===== src/sv/pedec_pkg.sv =====
// Shared widths, register codes, reset values and item types of the peak envelope decimator.
`default_nettype none
package pedec_pkg;

	localparam int TOTAL_W = 24;
	localparam int COLS_W = 9;
	localparam int HALF_W = 8;
	localparam int SAMPLE_W = 16;
	localparam int IDX_W = 8;
	localparam int POSMAG_W = 15;
	localparam int NEGMAG_W = 16;
	localparam int DIV_W = TOTAL_W + COLS_W;
	localparam int SCALE_SHIFT = 15;

	localparam int RESULT_LIMIT = 64;
	localparam int CNT_W = $clog2(RESULT_LIMIT);
	localparam int QUEUE_DEPTH = 4;

	localparam int DEF_MAX_COLUMNS = 256;
	localparam int DEF_SAMPLE_INDEX_BITS = 24;

	localparam int CFG_IDX_W = 8;
	localparam logic [CFG_IDX_W-1:0] CFG_TOTAL_SAMPLES = 8'd0;
	localparam logic [CFG_IDX_W-1:0] CFG_COLUMN_COUNT = 8'd1;
	localparam logic [CFG_IDX_W-1:0] CFG_HALF_HEIGHT = 8'd2;

	localparam logic [TOTAL_W-1:0] RST_TOTAL_SAMPLES = 24'd4;
	localparam logic [COLS_W-1:0] RST_COLUMN_COUNT = 9'd234;
	localparam logic [HALF_W-1:0] RST_HALF_HEIGHT = 8'd28;

	typedef struct packed {
		logic [POSMAG_W-1:0] pos_mag;
		logic [NEGMAG_W-1:0] neg_mag;
	} samp_t;

	typedef struct packed {
		logic [TOTAL_W-1:0] total;
		logic [COLS_W-1:0] cols;
		logic update;
	} cfg_t;

	typedef struct packed {
		logic [IDX_W-1:0] column;
		logic [POSMAG_W-1:0] peak_max;
		logic [NEGMAG_W-1:0] peak_min;
		logic last;
	} res_t;

endpackage
`default_nettype wire


===== src/sv/peak_envelope_decimator_top.sv =====
// Top level of the peak envelope decimator: configuration registers, input queue, column engine.
// Samples of one buffer enter on the sample channel and each display column, once its last
// sample is in, leaves as one item with its index and its peak rise and fall scaled to pixels.
// The column engine closes one column per cycle while the result output is not stalled, and
// after each closed column it rechecks the next boundary for the same sample, up to the
// sixty-fourth column or the end of the buffer, before it takes the next sample.
// After reset and after every configuration write the engine sets up the column boundaries
// in its serial divider; samples queue in the four-entry input buffer meanwhile.
`default_nettype none
module peak_envelope_decimator_top #(
	parameter int MAX_COLUMNS = pedec_pkg::DEF_MAX_COLUMNS,
	parameter int SAMPLE_INDEX_BITS = pedec_pkg::DEF_SAMPLE_INDEX_BITS
) (
	input  wire logic clk,
	input  wire logic arst_n,
	input  wire logic cfg_we,
	input  wire logic [pedec_pkg::CFG_IDX_W-1:0] cfg_index,
	input  wire logic [pedec_pkg::TOTAL_W-1:0] cfg_wdata,
	input  wire logic sample_valid,
	output logic sample_ready,
	input  wire logic signed [pedec_pkg::SAMPLE_W-1:0] sample,
	output logic result_valid,
	input  wire logic result_ready,
	output logic [pedec_pkg::IDX_W-1:0] column_index,
	output logic [pedec_pkg::IDX_W-1:0] rise,
	output logic [pedec_pkg::IDX_W-1:0] fall,
	output logic last_column
);
	import pedec_pkg::*;

	localparam int CLAMP_W = COLS_W + 2;

	logic [TOTAL_W-1:0] total_q;
	logic [COLS_W-1:0] count_q;
	logic [HALF_W-1:0] half_q;
	logic [COLS_W-1:0] cols;
	cfg_t cfg;
	logic item_valid;
	samp_t item;
	logic pop;
	res_t result;
	logic [POSMAG_W+HALF_W-1:0] rise_prod;
	logic [NEGMAG_W+HALF_W-1:0] fall_prod;

	always_ff @(posedge clk or negedge arst_n) begin
		if (!arst_n) begin
			total_q <= RST_TOTAL_SAMPLES;
			count_q <= RST_COLUMN_COUNT;
			half_q <= RST_HALF_HEIGHT;
		end else if (cfg_we) begin
			unique case (cfg_index)
				CFG_TOTAL_SAMPLES: total_q <= cfg_wdata;
				CFG_COLUMN_COUNT: count_q <= cfg_wdata[COLS_W-1:0];
				CFG_HALF_HEIGHT: half_q <= cfg_wdata[HALF_W-1:0];
				default: begin
				end
			endcase
		end
	end

	always_comb begin
		priority if (count_q == '0) cols = COLS_W'(1);
		else if (CLAMP_W'(count_q) > CLAMP_W'(MAX_COLUMNS)) cols = COLS_W'(MAX_COLUMNS);
		else cols = count_q;
		cfg.total = total_q;
		cfg.cols = cols;
		cfg.update = cfg_we;
	end

	pedec_front u_front (
		.clk         (clk),
		.arst_n      (arst_n),
		.sample_valid(sample_valid),
		.sample_ready(sample_ready),
		.sample      (sample),
		.pop         (pop),
		.item_valid  (item_valid),
		.item        (item)
	);

	pedec_back #(
		.MAX_COLUMNS      (MAX_COLUMNS),
		.SAMPLE_INDEX_BITS(SAMPLE_INDEX_BITS)
	) u_back (
		.clk         (clk),
		.arst_n      (arst_n),
		.cfg         (cfg),
		.item_valid  (item_valid),
		.item_in     (item),
		.pop         (pop),
		.result_valid(result_valid),
		.result_ready(result_ready),
		.result      (result)
	);

	assign rise_prod = result.peak_max * half_q;
	assign fall_prod = result.peak_min * half_q;
	assign column_index = result.column;
	assign rise = rise_prod[SCALE_SHIFT +: IDX_W];
	assign fall = fall_prod[SCALE_SHIFT +: IDX_W];
	assign last_column = result.last;

endmodule
`default_nettype wire


===== src/sv/pedec_div.sv =====
// Restoring divider, one quotient bit per cycle, for column boundary setup.
`default_nettype none
module pedec_div (
	input  wire logic clk,
	input  wire logic arst_n,
	input  wire logic start,
	input  wire logic [pedec_pkg::DIV_W-1:0] dividend,
	input  wire logic [pedec_pkg::COLS_W-1:0] divisor,
	output logic done,
	output logic [pedec_pkg::DIV_W-1:0] quotient,
	output logic [pedec_pkg::COLS_W-1:0] remainder
);
	import pedec_pkg::*;

	localparam int STEP_W = $clog2(DIV_W);

	logic busy_q;
	logic done_q;
	logic [STEP_W-1:0] step_q;
	logic [DIV_W-1:0] quo_q;
	logic [COLS_W-1:0] rem_q;
	logic [COLS_W-1:0] divisor_q;
	logic [COLS_W:0] trial;
	logic fits;

	assign trial = {rem_q, quo_q[DIV_W-1]};
	assign fits = trial >= {1'b0, divisor_q};

	always_ff @(posedge clk or negedge arst_n) begin
		if (!arst_n) begin
			busy_q <= 1'b0;
			done_q <= 1'b0;
			step_q <= '0;
		end else begin
			done_q <= 1'b0;
			if (start) begin
				busy_q <= 1'b1;
				step_q <= STEP_W'(DIV_W - 1);
			end else if (busy_q) begin
				step_q <= step_q - 1'b1;
				if (step_q == '0) begin
					busy_q <= 1'b0;
					done_q <= 1'b1;
				end
			end
		end
	end

	always_ff @(posedge clk) begin
		if (start) begin
			quo_q <= dividend;
			rem_q <= '0;
			divisor_q <= divisor;
		end else if (busy_q) begin
			quo_q <= {quo_q[DIV_W-2:0], fits};
			rem_q <= fits ? COLS_W'(trial - {1'b0, divisor_q}) : trial[COLS_W-1:0];
		end
	end

	assign done = done_q;
	assign quotient = quo_q;
	assign remainder = rem_q;

	a_rem_below_divisor: assert property (@(posedge clk) disable iff (!arst_n)
		done_q |-> rem_q < divisor_q)
		else $error("Divider remainder is not below the divisor.");

endmodule
`default_nettype wire


===== src/sv/pedec_front.sv =====
// Input stage: takes samples, splits them into positive and negative magnitude, and queues them.
`default_nettype none
module pedec_front (
	input  wire logic clk,
	input  wire logic arst_n,
	input  wire logic sample_valid,
	output logic sample_ready,
	input  wire logic signed [pedec_pkg::SAMPLE_W-1:0] sample,
	input  wire logic pop,
	output logic item_valid,
	output pedec_pkg::samp_t item
);
	import pedec_pkg::*;

	localparam int PTR_W = $clog2(QUEUE_DEPTH);
	localparam int FILL_W = $clog2(QUEUE_DEPTH + 1);

	samp_t entry_q [QUEUE_DEPTH];
	logic [PTR_W-1:0] wr_ptr_q;
	logic [PTR_W-1:0] rd_ptr_q;
	logic [FILL_W-1:0] fill_q;
	samp_t classified;
	logic push;
	logic take;

	always_comb begin
		classified.pos_mag = (!sample[SAMPLE_W-1] && sample != '0) ? sample[POSMAG_W-1:0] : '0;
		classified.neg_mag = sample[SAMPLE_W-1] ? NEGMAG_W'(~sample + 1'b1) : '0;
	end

	assign sample_ready = fill_q != FILL_W'(QUEUE_DEPTH);
	assign push = sample_valid && sample_ready;
	assign item_valid = fill_q != '0;
	assign take = pop && item_valid;
	assign item = entry_q[rd_ptr_q];

	always_ff @(posedge clk or negedge arst_n) begin
		if (!arst_n) begin
			wr_ptr_q <= '0;
			rd_ptr_q <= '0;
			fill_q <= '0;
		end else begin
			if (push) wr_ptr_q <= wr_ptr_q + 1'b1;
			if (take) rd_ptr_q <= rd_ptr_q + 1'b1;
			if (push && !take) fill_q <= fill_q + 1'b1;
			else if (take && !push) fill_q <= fill_q - 1'b1;
		end
	end

	always_ff @(posedge clk) begin
		if (push) entry_q[wr_ptr_q] <= classified;
	end

endmodule
`default_nettype wire


===== src/sv/pedec_back.sv =====
// Column engine: tracks column boundaries, folds samples into peaks and emits closed columns.
`default_nettype none
module pedec_back #(
	parameter int MAX_COLUMNS = pedec_pkg::DEF_MAX_COLUMNS,
	parameter int SAMPLE_INDEX_BITS = pedec_pkg::DEF_SAMPLE_INDEX_BITS
) (
	input  wire logic clk,
	input  wire logic arst_n,
	input  wire pedec_pkg::cfg_t cfg,
	input  wire logic item_valid,
	input  wire pedec_pkg::samp_t item_in,
	output logic pop,
	output logic result_valid,
	input  wire logic result_ready,
	output pedec_pkg::res_t result
);
	import pedec_pkg::*;

	localparam int COL_W = ($clog2(MAX_COLUMNS) > COLS_W) ? COLS_W : $clog2(MAX_COLUMNS);
	localparam int POS_W = SAMPLE_INDEX_BITS;
	localparam int CW = ((POS_W > TOTAL_W) ? POS_W : TOTAL_W) + 1;

	typedef enum logic [3:0] {
		S_CALC_Q = 4'b0001,
		S_CALC_S = 4'b0010,
		S_READY  = 4'b0100,
		S_BUSY   = 4'b1000
	} state_t;

	state_t state_q, state_d;
	logic dirty_q, dirty_d;
	logic [POS_W-1:0] pos_q, pos_d;
	logic [COL_W-1:0] col_q, col_d;
	logic [POSMAG_W-1:0] max_q, max_d;
	logic [NEGMAG_W-1:0] min_q, min_d;
	logic [CNT_W-1:0] cnt_q, cnt_d;
	logic outv_q, outv_d;
	logic [CW-1:0] start_q, start_d;
	logic [CW-1:0] end_q, end_d;
	logic [COLS_W-1:0] rem_q, rem_d;
	logic [TOTAL_W-1:0] qn_q, qn_d;
	logic [COLS_W-1:0] rn_q, rn_d;
	samp_t hold_q, hold_d;
	res_t res_q, res_d;

	logic div_start;
	logic [DIV_W-1:0] div_dividend;
	logic div_done;
	logic [DIV_W-1:0] div_quot;
	logic [COLS_W-1:0] div_rem;
	logic [DIV_W-1:0] prod;

	samp_t item;
	logic work;
	logic restart;
	logic [POS_W-1:0] e_pos;
	logic [COL_W-1:0] e_col;
	logic [CW-1:0] e_start;
	logic [CW-1:0] e_end;
	logic [COLS_W-1:0] e_rem;
	logic [POSMAG_W-1:0] b_max, e_max;
	logic [NEGMAG_W-1:0] b_min, e_min;
	logic [CNT_W-1:0] e_cnt;
	logic [CW-1:0] p1;
	logic [CW-1:0] wend;
	logic close;
	logic can_emit;
	logic [COLS_W:0] col_inc;
	logic last;
	logic [COLS_W:0] n_sum;
	logic n_carry;
	logic [COLS_W-1:0] n_rem;
	logic [CW-1:0] n_end;
	logic n_absorb;
	logic [COLS_W:0] s_sum;
	logic s_carry;

	pedec_div u_div (
		.clk      (clk),
		.arst_n   (arst_n),
		.start    (div_start),
		.dividend (div_dividend),
		.divisor  (cfg.cols),
		.done     (div_done),
		.quotient (div_quot),
		.remainder(div_rem)
	);

	assign prod = COLS_W'(col_q) * cfg.total;

	assign pop = (state_q == S_READY) && !dirty_q && item_valid;
	assign work = pop || (state_q == S_BUSY);
	assign restart = pop && (COLS_W'(col_q) >= cfg.cols);
	assign item = pop ? item_in : hold_q;

	always_comb begin
		e_pos = restart ? '0 : pos_q;
		e_col = restart ? '0 : col_q;
		e_start = restart ? '0 : start_q;
		e_end = restart ? CW'(qn_q) : end_q;
		e_rem = restart ? rn_q : rem_q;
		b_max = restart ? '0 : max_q;
		b_min = restart ? '0 : min_q;
		e_max = b_max;
		e_min = b_min;
		e_cnt = cnt_q;
		if (pop) begin
			e_cnt = '0;
			if (item.pos_mag > b_max) e_max = item.pos_mag;
			if (item.neg_mag > b_min) e_min = item.neg_mag;
		end
		p1 = CW'(e_pos) + CW'(1);
		wend = (e_end <= e_start) ? e_start + CW'(1) : e_end;
		close = wend <= p1;
		can_emit = !outv_q || result_ready;
		col_inc = (COLS_W+1)'(e_col) + (COLS_W+1)'(1);
		last = col_inc == {1'b0, cfg.cols};
		n_sum = {1'b0, e_rem} + {1'b0, rn_q};
		n_carry = n_sum >= {1'b0, cfg.cols};
		n_rem = n_carry ? COLS_W'(n_sum - {1'b0, cfg.cols}) : n_sum[COLS_W-1:0];
		n_end = e_end + CW'(qn_q) + CW'(n_carry);
		n_absorb = e_end <= CW'(e_pos);
		s_sum = {1'b0, div_rem} + {1'b0, rn_q};
		s_carry = s_sum >= {1'b0, cfg.cols};
	end

	always_comb begin
		state_d = state_q;
		dirty_d = dirty_q || cfg.update;
		pos_d = pos_q;
		col_d = col_q;
		max_d = max_q;
		min_d = min_q;
		cnt_d = cnt_q;
		start_d = start_q;
		end_d = end_q;
		rem_d = rem_q;
		qn_d = qn_q;
		rn_d = rn_q;
		hold_d = hold_q;
		res_d = res_q;
		outv_d = outv_q && !result_ready;
		div_start = 1'b0;
		div_dividend = DIV_W'(cfg.total);

		unique case (state_q)
			S_READY: begin
				if (dirty_q) begin
					div_start = 1'b1;
					dirty_d = cfg.update;
					state_d = S_CALC_Q;
				end
			end
			S_CALC_Q: begin
				if (div_done) begin
					qn_d = TOTAL_W'(div_quot);
					rn_d = div_rem;
					div_start = 1'b1;
					div_dividend = prod;
					state_d = S_CALC_S;
				end
			end
			S_CALC_S: begin
				if (div_done) begin
					start_d = CW'(div_quot);
					end_d = CW'(div_quot) + CW'(qn_q) + CW'(s_carry);
					rem_d = s_carry ? COLS_W'(s_sum - {1'b0, cfg.cols}) : s_sum[COLS_W-1:0];
					state_d = S_READY;
				end
			end
			S_BUSY: begin
			end
			default: begin
				state_d = S_READY;
			end
		endcase

		if (work) begin
			hold_d = item;
			if (!close) begin
				pos_d = POS_W'(p1);
				col_d = e_col;
				start_d = e_start;
				end_d = e_end;
				rem_d = e_rem;
				max_d = e_max;
				min_d = e_min;
				state_d = S_READY;
			end else if (!can_emit) begin
				pos_d = e_pos;
				col_d = e_col;
				start_d = e_start;
				end_d = e_end;
				rem_d = e_rem;
				max_d = e_max;
				min_d = e_min;
				cnt_d = e_cnt;
				state_d = S_BUSY;
			end else begin
				outv_d = 1'b1;
				res_d.column = IDX_W'(e_col);
				res_d.peak_max = e_max;
				res_d.peak_min = e_min;
				res_d.last = last;
				if (last) begin
					pos_d = '0;
					col_d = '0;
					start_d = '0;
					end_d = CW'(qn_q);
					rem_d = rn_q;
					max_d = '0;
					min_d = '0;
					state_d = S_READY;
				end else begin
					col_d = COL_W'(col_inc);
					start_d = e_end;
					end_d = n_end;
					rem_d = n_rem;
					max_d = n_absorb ? item.pos_mag : '0;
					min_d = n_absorb ? item.neg_mag : '0;
					if (e_cnt == CNT_W'(RESULT_LIMIT - 1)) begin
						pos_d = POS_W'(p1);
						state_d = S_READY;
					end else begin
						pos_d = e_pos;
						cnt_d = e_cnt + 1'b1;
						state_d = S_BUSY;
					end
				end
			end
		end
	end

	always_ff @(posedge clk or negedge arst_n) begin
		if (!arst_n) begin
			state_q <= S_READY;
			dirty_q <= 1'b1;
			pos_q <= '0;
			col_q <= '0;
			max_q <= '0;
			min_q <= '0;
			cnt_q <= '0;
			outv_q <= 1'b0;
		end else begin
			state_q <= state_d;
			dirty_q <= dirty_d;
			pos_q <= pos_d;
			col_q <= col_d;
			max_q <= max_d;
			min_q <= min_d;
			cnt_q <= cnt_d;
			outv_q <= outv_d;
		end
	end

	always_ff @(posedge clk) begin
		start_q <= start_d;
		end_q <= end_d;
		rem_q <= rem_d;
		qn_q <= qn_d;
		rn_q <= rn_d;
		hold_q <= hold_d;
		res_q <= res_d;
	end

	assign result_valid = outv_q;
	assign result = res_q;

	a_quotient_then_start: assert property (@(posedge clk) disable iff (!arst_n)
		(state_q == S_CALC_Q) && div_done |=> state_q == S_CALC_S)
		else $error("Boundary setup skipped the column start division.");

	a_busy_column_open: assert property (@(posedge clk) disable iff (!arst_n)
		(state_q == S_BUSY) |-> COLS_W'(col_q) < cfg.cols)
		else $error("An item is in progress on a column past the last one.");

	a_remainder_in_range: assert property (@(posedge clk) disable iff (!arst_n)
		(state_q == S_READY) && !dirty_q |-> rem_q < cfg.cols)
		else $error("Boundary remainder is not below the column count.");

	a_end_not_before_start: assert property (@(posedge clk) disable iff (!arst_n)
		(state_q == S_BUSY) |-> end_q >= start_q)
		else $error("Column end lies before its start.");

endmodule
`default_nettype wire


===== config.mk =====
export PLATFORM = sky130hd
export DESIGN_NAME = peak_envelope_decimator_top
export DESIGN_NICKNAME = d
export VERILOG_FILES = /design/src/sv/pedec_pkg.sv /design/src/sv/peak_envelope_decimator_top.sv /design/src/sv/pedec_div.sv /design/src/sv/pedec_front.sv /design/src/sv/pedec_back.sv
export SDC_FILE = /design/constraint.sdc
export NUM_CORES = 2
export LEC_CHECK = 0
export BUFFER_PORTS_ARGS = -buffer_cell sky130_fd_sc_hd__buf_2
export CAP_MARGIN = 10
export CELL_PAD_IN_SITES_DETAIL_PLACEMENT = 2
export CELL_PAD_IN_SITES_GLOBAL_PLACEMENT = 2
export CORE_ASPECT_RATIO = 1.4
export CORE_UTILIZATION = 35
export CTS_BUF_LIST = sky130_fd_sc_hd__clkbuf_8 sky130_fd_sc_hd__clkbuf_16
export DETAILED_ROUTE_END_ITERATION = 12
export PLACE_DENSITY = 0.69
export SKIP_LAST_GASP = 1
export SLEW_MARGIN = 40
export SYNTH_ARGS = -nofsm -noshare
export SYNTH_HDL_FRONTEND = slang
export SYNTH_HIERARCHICAL = 1
export SYNTH_SLANG_ARGS = --single-unit

===== constraint.sdc =====
create_clock -name clk -period 14.1 [get_ports clk]
set_input_delay 1.41 -clock clk [delete_from_list [all_inputs] [get_ports clk]]
set_output_delay 1.41 -clock clk [all_outputs]
set_load 0.02 [all_outputs]

; ---- Word-level counts from Yosys, hierarchy flattened
; Memory sizes are Yosys's and may differ from the RTL's.
; Cells that the tools add are included.
[totals]
ff_bits = 345
ramBits = 124
input_bits = 53
output_inout_bits = 27
elab_cells = 205
memories = 1
[classes]
n_addsub = 19
multipliers = 3
magnitude_cmp = 10
eq_ne = 15
muxes = 90
bitwise = 1
reduce_logical = 35
[memory_table]
columns = name, depth, width, rd, rd_clocked_by_memory_dff, write_ports, line_no
row1 = u_front.entry_q, 4, 31, 1, 0, 1, pedec_front.sv:18  ; samp_t entry_q [QUEUE_DEPTH];
[ops]
columns = op, n
row1 = 25-bit 2-to-1 mux, 15
row2 = 16-bit 2-to-1 mux, 8
row3 = 15-bit 2-to-1 mux, 8
row4 = 24-bit 2-to-1 mux, 5
row5 = 9-bit 2-to-1 mux, 12
row6 = 33-bit 2-to-1 mux, 3
row7 = 25-bit by 1-bit adder with 25-bit output, 2
row8 = 25-bit by 24-bit adder with 25-bit output, 2
row9 = 25-bit <= comparator, 2
row10 = 6-bit 2-to-1 mux, 6
row11 = 8-bit by 24-bit multiplier with 32-bit output, 1
row12 = 32-bit 2-to-1 mux, 1
row13 = 4-bit 2-to-1 mux, 8
row14 = 8-bit 2-to-1 mux, 4
row15 = 31-bit 2-to-1 mux, 1
row16 = 10-bit by 9-bit >= comparator with 1-bit output, 3
row17 = 9-bit subtractor, 3
row18 = 24-bit by 1-bit adder with 25-bit output (second input constant), 1
row19 = 25-bit by 1-bit adder with 25-bit output (second input constant), 1
row20 = 25-bit by 24-bit <= comparator with 1-bit output, 1
row21 = 15-bit by 8-bit multiplier with 23-bit output, 1
row22 = 16-bit by 8-bit multiplier with 23-bit output, 1
row23 = 9-bit by 9-bit adder with 10-bit output, 2
row24 = 16-bit by 1-bit adder with 16-bit output (second input constant), 1
row25 = 40 further kinds, 81

; ---- Longest topological paths before layout
[depth]
depth_word = 13
depth_mapped = 42
depth_no_buf = 37

; ---- Cells and area by module
; Netlist, hierarchy kept.
[modules_own_cells]
columns = module, instances, cells_per_inst, area_per_inst_um2, seq_area_each_um2
row1 = pedec_back, 1, 2876, 25184.2, 6774.0
row2 = peak_envelope_decimator_top, 1, 930, 8948.6, 1037.2
row3 = pedec_front, 1, 272, 5350.1, 3898.7
row4 = pedec_div, 1, 223, 2900.3, 1641.6

; ---- Least setup slack after synthesis
; Ideal clock, no wire load.
[synth_timing]
kind = flip-flop to flip-flop
start = reg count_q[6]
end = reg u_back.min_q[10]
setup_ns = 0.064
t_arrival_ns = 8.525
t_required_ns = 14.036
slack_ns = 5.510
path_stages_with_launch = 35
n_path_buf = 8
synth_period_minus_slack_ns = 8.590
path_cell_list = dfstp_2 -> nor2b_1 -> inv_1 -> ha_1 -> a21o_1 -> a221o_1 -> a21oi_1 -> or3_1 -> buf_6 -> clkbuf_1 -> buf_2 -> clkbuf_1 -> clkbuf_1 -> buf_1 -> nand2_1 -> ha_1 -> and3_1 -> nand4_1 -> or3b_2 -> nand3_1 -> clkbuf_1 -> mux2_2 -> ha_1 -> a21o_1 -> a21o_1 -> a21oi_1 -> nor4bb_1 -> a21oi_1 -> nor2_1 -> nand2_1 -> inv_1 -> nand4_1 -> buf_2 -> o21ai_0 -> a21o_1
[synth_via]
elab_chain_cells = 11
word_cells_on_any_way = 26
classes_between = add/sub: 3 / order compare: 6 / eq/ne: 1 / mux: 14 / reduce/logical: 2
[synth_rtl]
columns = item, line_no
row1 = from (decl), peak_envelope_decimator_top.sv:34  ; logic [COLS_W-1:0] count_q;
row2 = from (signal assigned), peak_envelope_decimator_top.sv:53  ; CFG_COLUMN_COUNT: count_q <= cfg_wdata[COLS_W-1:0];
row3 = 9-bit > comparator, peak_envelope_decimator_top.sv:63  ; else if (CLAMP_W'(count_q) > CLAMP_W'(MAX_COLUMNS)) cols = COLS_W'(MAX_COLUMNS);
row4 = 9-bit 2-to-1 mux, peak_envelope_decimator_top.sv:63
row5 = 9-bit 2-to-1 mux *, peak_envelope_decimator_top.sv:62  ; priority if (count_q == '0) cols = COLS_W'(1);
row6 = named net cols[6], peak_envelope_decimator_top.sv:36  ; logic [COLS_W-1:0] cols;
row7 = branches (longest 7 deep; another with 25-bit by 1-bit adder with 25-bit output), --
row8 = 16-bit 2-to-1 mux *, pedec_back.sv:180  ; if (!close) begin
row9 = to (signal assigned), pedec_back.sv:250  ; min_q <= min_d;
row10 = to (decl), pedec_back.sv:35  ; logic [NEGMAG_W-1:0] min_q, min_d;
; Mark *: on every way through the listed nets, which the timed path passes.
; A chain may end at the register's enable or synchronous reset.

; ---- Worst setup path after layout
[layout_timing]
start = reg count_q[8]
end = reg u_back.res_q (netlist bit u_back/result[31]) (enable)
[layout_via]
elab_chain_cells = 10
word_cells_on_any_way = 15
classes_between = add/sub: 2 / order compare: 4 / mux: 6 / reduce/logical: 3
[layout_rtl]
columns = item, line_no
row1 = 9-bit > comparator, peak_envelope_decimator_top.sv:63
row2 = 9-bit 2-to-1 mux, peak_envelope_decimator_top.sv:63
row3 = 9-bit 2-to-1 mux *, peak_envelope_decimator_top.sv:62
row4 = named net cols[5], peak_envelope_decimator_top.sv:36
row5 = 8-bit by 9-bit >= comparator with 1-bit output *, pedec_back.sv:93  ; assign restart = pop && (COLS_W'(col_q) >= cfg.cols);
row6 = 1-bit logical AND *, pedec_back.sv:93
row7 = 25-bit 2-to-1 mux (on tied branches), "pedec_back.sv:99, pedec_back.sv:100"
row8 = 25-bit by 1-bit adder with 25-bit output or 25-bit <= comparator (tied branches), pedec_back.sv:113  ; wend = (e_end <= e_start) ? e_start + CW'(1) : e_end;
row9 = 25-bit 2-to-1 mux, pedec_back.sv:113
row10 = 25-bit <= comparator *, pedec_back.sv:114  ; close = wend <= p1;
row11 = 3-bit AND reduction (no source line) *, --
row12 = to (signal assigned), pedec_back.sv:263  ; res_q <= res_d;
row13 = to (decl), pedec_back.sv:44  ; res_t res_q, res_d;
; Mark *: on every way through the listed nets, which the timed path passes. The rest lies on a longest branch.

==> flow_summary_export.csv <==
group,metric,value,unit
synth,synthArstFlopShare,0.279,
power,clkPwrFrac,0.173,
worst_setup_path,crit_arrival,10.55,ns
worst_setup_path,critPathKind,"reg -> reg",
timing,fin_tns_setup,0,ns
layout,nFillCells,13012,
synth,syn-num-nets,5003,
routing,via_per_inst,5.47,
placement,dpl-instance-area,44500,µm²
worst_setup_path,crit_path_max_fanout,114,
placement,gp_congestion,0.842,
synth,syn_area,42400,µm²
cts,clock_latency,0.67,ns
synth,synth-edff-count,329,
power,combPwrFrac,0.566,
synth,ys_seq_area_frac,0.315,
cts,cts_setup_buffers,0,
cts,clock-root-buffer,"clkbuf_16",
layout,final_area,46400,µm²
placement,dp_hpwl,111000,µm
power,sw_frac_of_total,0.467,
synth,ys_warn_count,6,
routing,ant_nets,0,
timing,relSlewSlack,0.443,
cts,clock_sinks,469,
layout,layout-drive-gt1-share,0.0900,
job,maxCapViolCount,0,
global_route,use_met2,0.478,
timing,skew,0.0575,ns
power,power,8.69,mW
global_route,grt_overflow,0,
floorplan,io_pins,80,
timing,rsz0062_at_grt,"no",
global_route,met3_usage,0.0149,
power,pwr-share-seq,0.261,
floorplan,die_h,414,µm
synth,syn_avg_cell_area,9.85,µm²
routing,first_pass_iters,7,
layout,area.growth.synth_to_final,9.40,%
global_route,grt_usage,0.240,
power,p_int,4.63,mW
timing,fin_ws,3.80,ns
routing,vias,32457,
cts,cts_hold_buffers,0,
placement,port_buffers,79,
worst_setup_path,cp-end-kind,"register",
power,ir_drop,165,µV
synth,syn_inst,4301,
floorplan,die_w,296,µm
global_route,grt_max_degree,115,
timing,setup_viol,0,
worst_setup_path,max_stage_delay,0.63,ns
global_route,grt_pass1_wl,224000,µm
layout,final_common_cell,"nand2_1",
worst_hold_path,hp-class,"reg -> reg",
power,leakage,19.9,nW
layout,nets,4994,
cts,clkTransAtPathRegs,0.06,ns
timing,period_share,0.730,
global_route,antenna_found_initial,5,
global_route,met1_usage,0.262,
worst_setup_path,slowest_stage,"dfrtp_1",
worst_setup_path,start_kind,"register",
timing,drv_slew,0,
layout,post-route-util,0.387,
placement,post-place-ws,3.64,ns
worst_setup_path,cp.required,14.35,ns
floorplan,core,120000,µm²
cts,cts_tree,"yes",
synth,ys.flop_type,"edfxtp_1",
synth,yosys.cell_types.count,110,
floorplan,rows,150,
routing,drt_iter0_markers,1288,
timing,worst_pin_slew,0.836,ns
cts,cts-resized-gates,0,
power,power_density,187,nW/µm²
outcome,status,"finished clean",
power,p_sw,4.06,mW
floorplan,die-area,123000,µm²
timing,fmaxAchievable,97.1,MHz
layout,final_cell_mix,"528 x nand2_1, 404 x inv_1, 348 x ha_1",
timing,period_minus_slack,10.30,ns
floorplan,initial_core_util,0.354,
routing,wl,145000,µm
synth,ys_ff_latch,469,
global_route,busiest_layer,"met2",
routing,drc,0,
cts,cts_made_buffers,51,
global_route,grt_pass1_vias,36878,
cts,htree_levels,2,
timing,hold_viol_final,0,
routing,wire_per_inst,24.4,µm
cts,clockBufferDepth,3,
## per-stage QoR
stage	std cells	hold WS, ns
2_1_floorplan	4301	0.453
3_3_place_gp	5832	0.482
3_5_place_dp	5833	0.498
4_1_cts	5928	0.506
5_1_grt	5930	0.524
6_report	5931	0.506
## logic make-up (layout without fill, tap and decap cells)
| family | count (synthesis) | count (layout) | synth area share |
|---|---|---|---|
| simple gates | 1411 | 1411 | 0.166 |
| compound gates | 792 | 792 | 0.122 |
| flops | 469 | 469 | 0.315 |
| xor+xnor | 179 | 179 | 0.0370 |
| other cells | 1 | 2 | 0.0000885 |
| buf+inv | 599 | 632 | 0.0549 |
| mux | 201 | 201 | 0.0603 |
| fa+ha+maj | 649 | 649 | 0.245 |
## layout make-up
cell class / count / area (µm²) / share of cell area
Clock buffer: 55 / 1340 / 0.0290
Clock inverter: 40 / 507 / 0.0109
Inverter: 399 / 1510 / 0.0325
Tap cell: 1596 / 2000 / 0.0431
Multi-Input combinational cell: 3233 / 26800 / 0.577
Sequential cell: 469 / 13400 / 0.288
Timing Repair Buffer: 138 / 890 / 0.0192
Antenna cell: 1 / 2.50 / 0.0000540
## per-layer routing
layer / vias up / share of wire / wire, µm
li1: 14869 / - / -
met1: 16963 / 0.38 / 55700
met2: 418 / 0.56 / 81100
met3: 207 / 0.019 / 2770
met4: 0 / 0.036 / 5270
met5: - / 0 / 0
## sequential cells by signal (all words and copies together) (netlist names), 15 cells and up
register               flops
u_back/u_div/quotient     33
total_q                   24
u_back/qn_q               24
u_back/max_q              15
u_front/entry_q          124
u_back/pos_q              24
u_back/end_q              25
u_back/hold_q             31
u_back/min_q              16
u_back/start_q            25
u_back/result             40
## cell usage after synthesis, types with 12 or more instances
cell type / number / area, µm²
nand2_1: 529 / 1990
inv_1: 395 / 1480
ha_1: 348 / 4350
edfxtp_1: 329 / 9880
fa_1: 301 / 6030
and2_1: 300 / 1880
o21ai_0: 210 / 1050
nor2_1: 195 / 732
a21oi_1: 168 / 841
clkbuf_1: 144 / 541
dfrtp_1: 120 / 3000
xnor2_1: 106 / 928
a21o_1: 96 / 721
nand3_1: 82 / 410
xor2_1: 73 / 639
mux2i_1: 69 / 691
mux2_2: 65 / 732
nand4_1: 54 / 338
nor3_1: 54 / 270
nor2b_1: 48 / 300
a211oi_1: 46 / 345
buf_1: 34 / 128
o21a_1: 34 / 255
and3_1: 33 / 206
mux4_2: 31 / 698
o211ai_1: 30 / 225
mux2_1: 28 / 315
a22oi_1: 25 / 188
a31oi_1: 23 / 144
or3_1: 22 / 138
o22ai_1: 21 / 131
nand2b_1: 20 / 125
o21bai_1: 15 / 113
a221oi_1: 14 / 123
buf_2: 14 / 70.1
o2bb2ai_1: 12 / 105
o31ai_1: 12 / 90.1
## worst paths after layout
check | from | to | slack, ns | cells after the start
worst max-delay path | count_q[8] | u_back/result[31] | 3.80 | 33
worst min-delay path | u_front/fill_q[2] | u_front/fill_q[2] | 0.51 | 1
worst max register to register | count_q[8] | u_back/result[31] | 3.80 | 33
worst min register to register | u_front/fill_q[2] | u_front/fill_q[2] | 0.51 | 1
max in group asynchronous | arst_n | half_q[4] | 12.09 | 4
min in group asynchronous | arst_n | u_back/pos_q[12] | 0.68 | 1
## power groups by stage
stage	Clock [mW]	Sequential, mW	Combinational [mW]
floorplan	0	2.11	3.42
global placement	0	2.28	4.79
detailed placement	0	2.30	4.92
CTS	1.55	2.27	4.96
global route	1.58	2.30	5.41
finish	1.51	2.27	4.92
## worst max-delay path, delay by kind of cell, from the launching register on
kind                       cells  cell delay (ns)
AOI/OAI and AO/OA             11             2.09
buffers and inverters          7             2.94
adders and majority gates      3             0.93
and+or+nand+nor               11             2.86
DFF                            1             0.63
muxes                          1             0.29
Note: power is estimated with default switching activity, not from simulation.
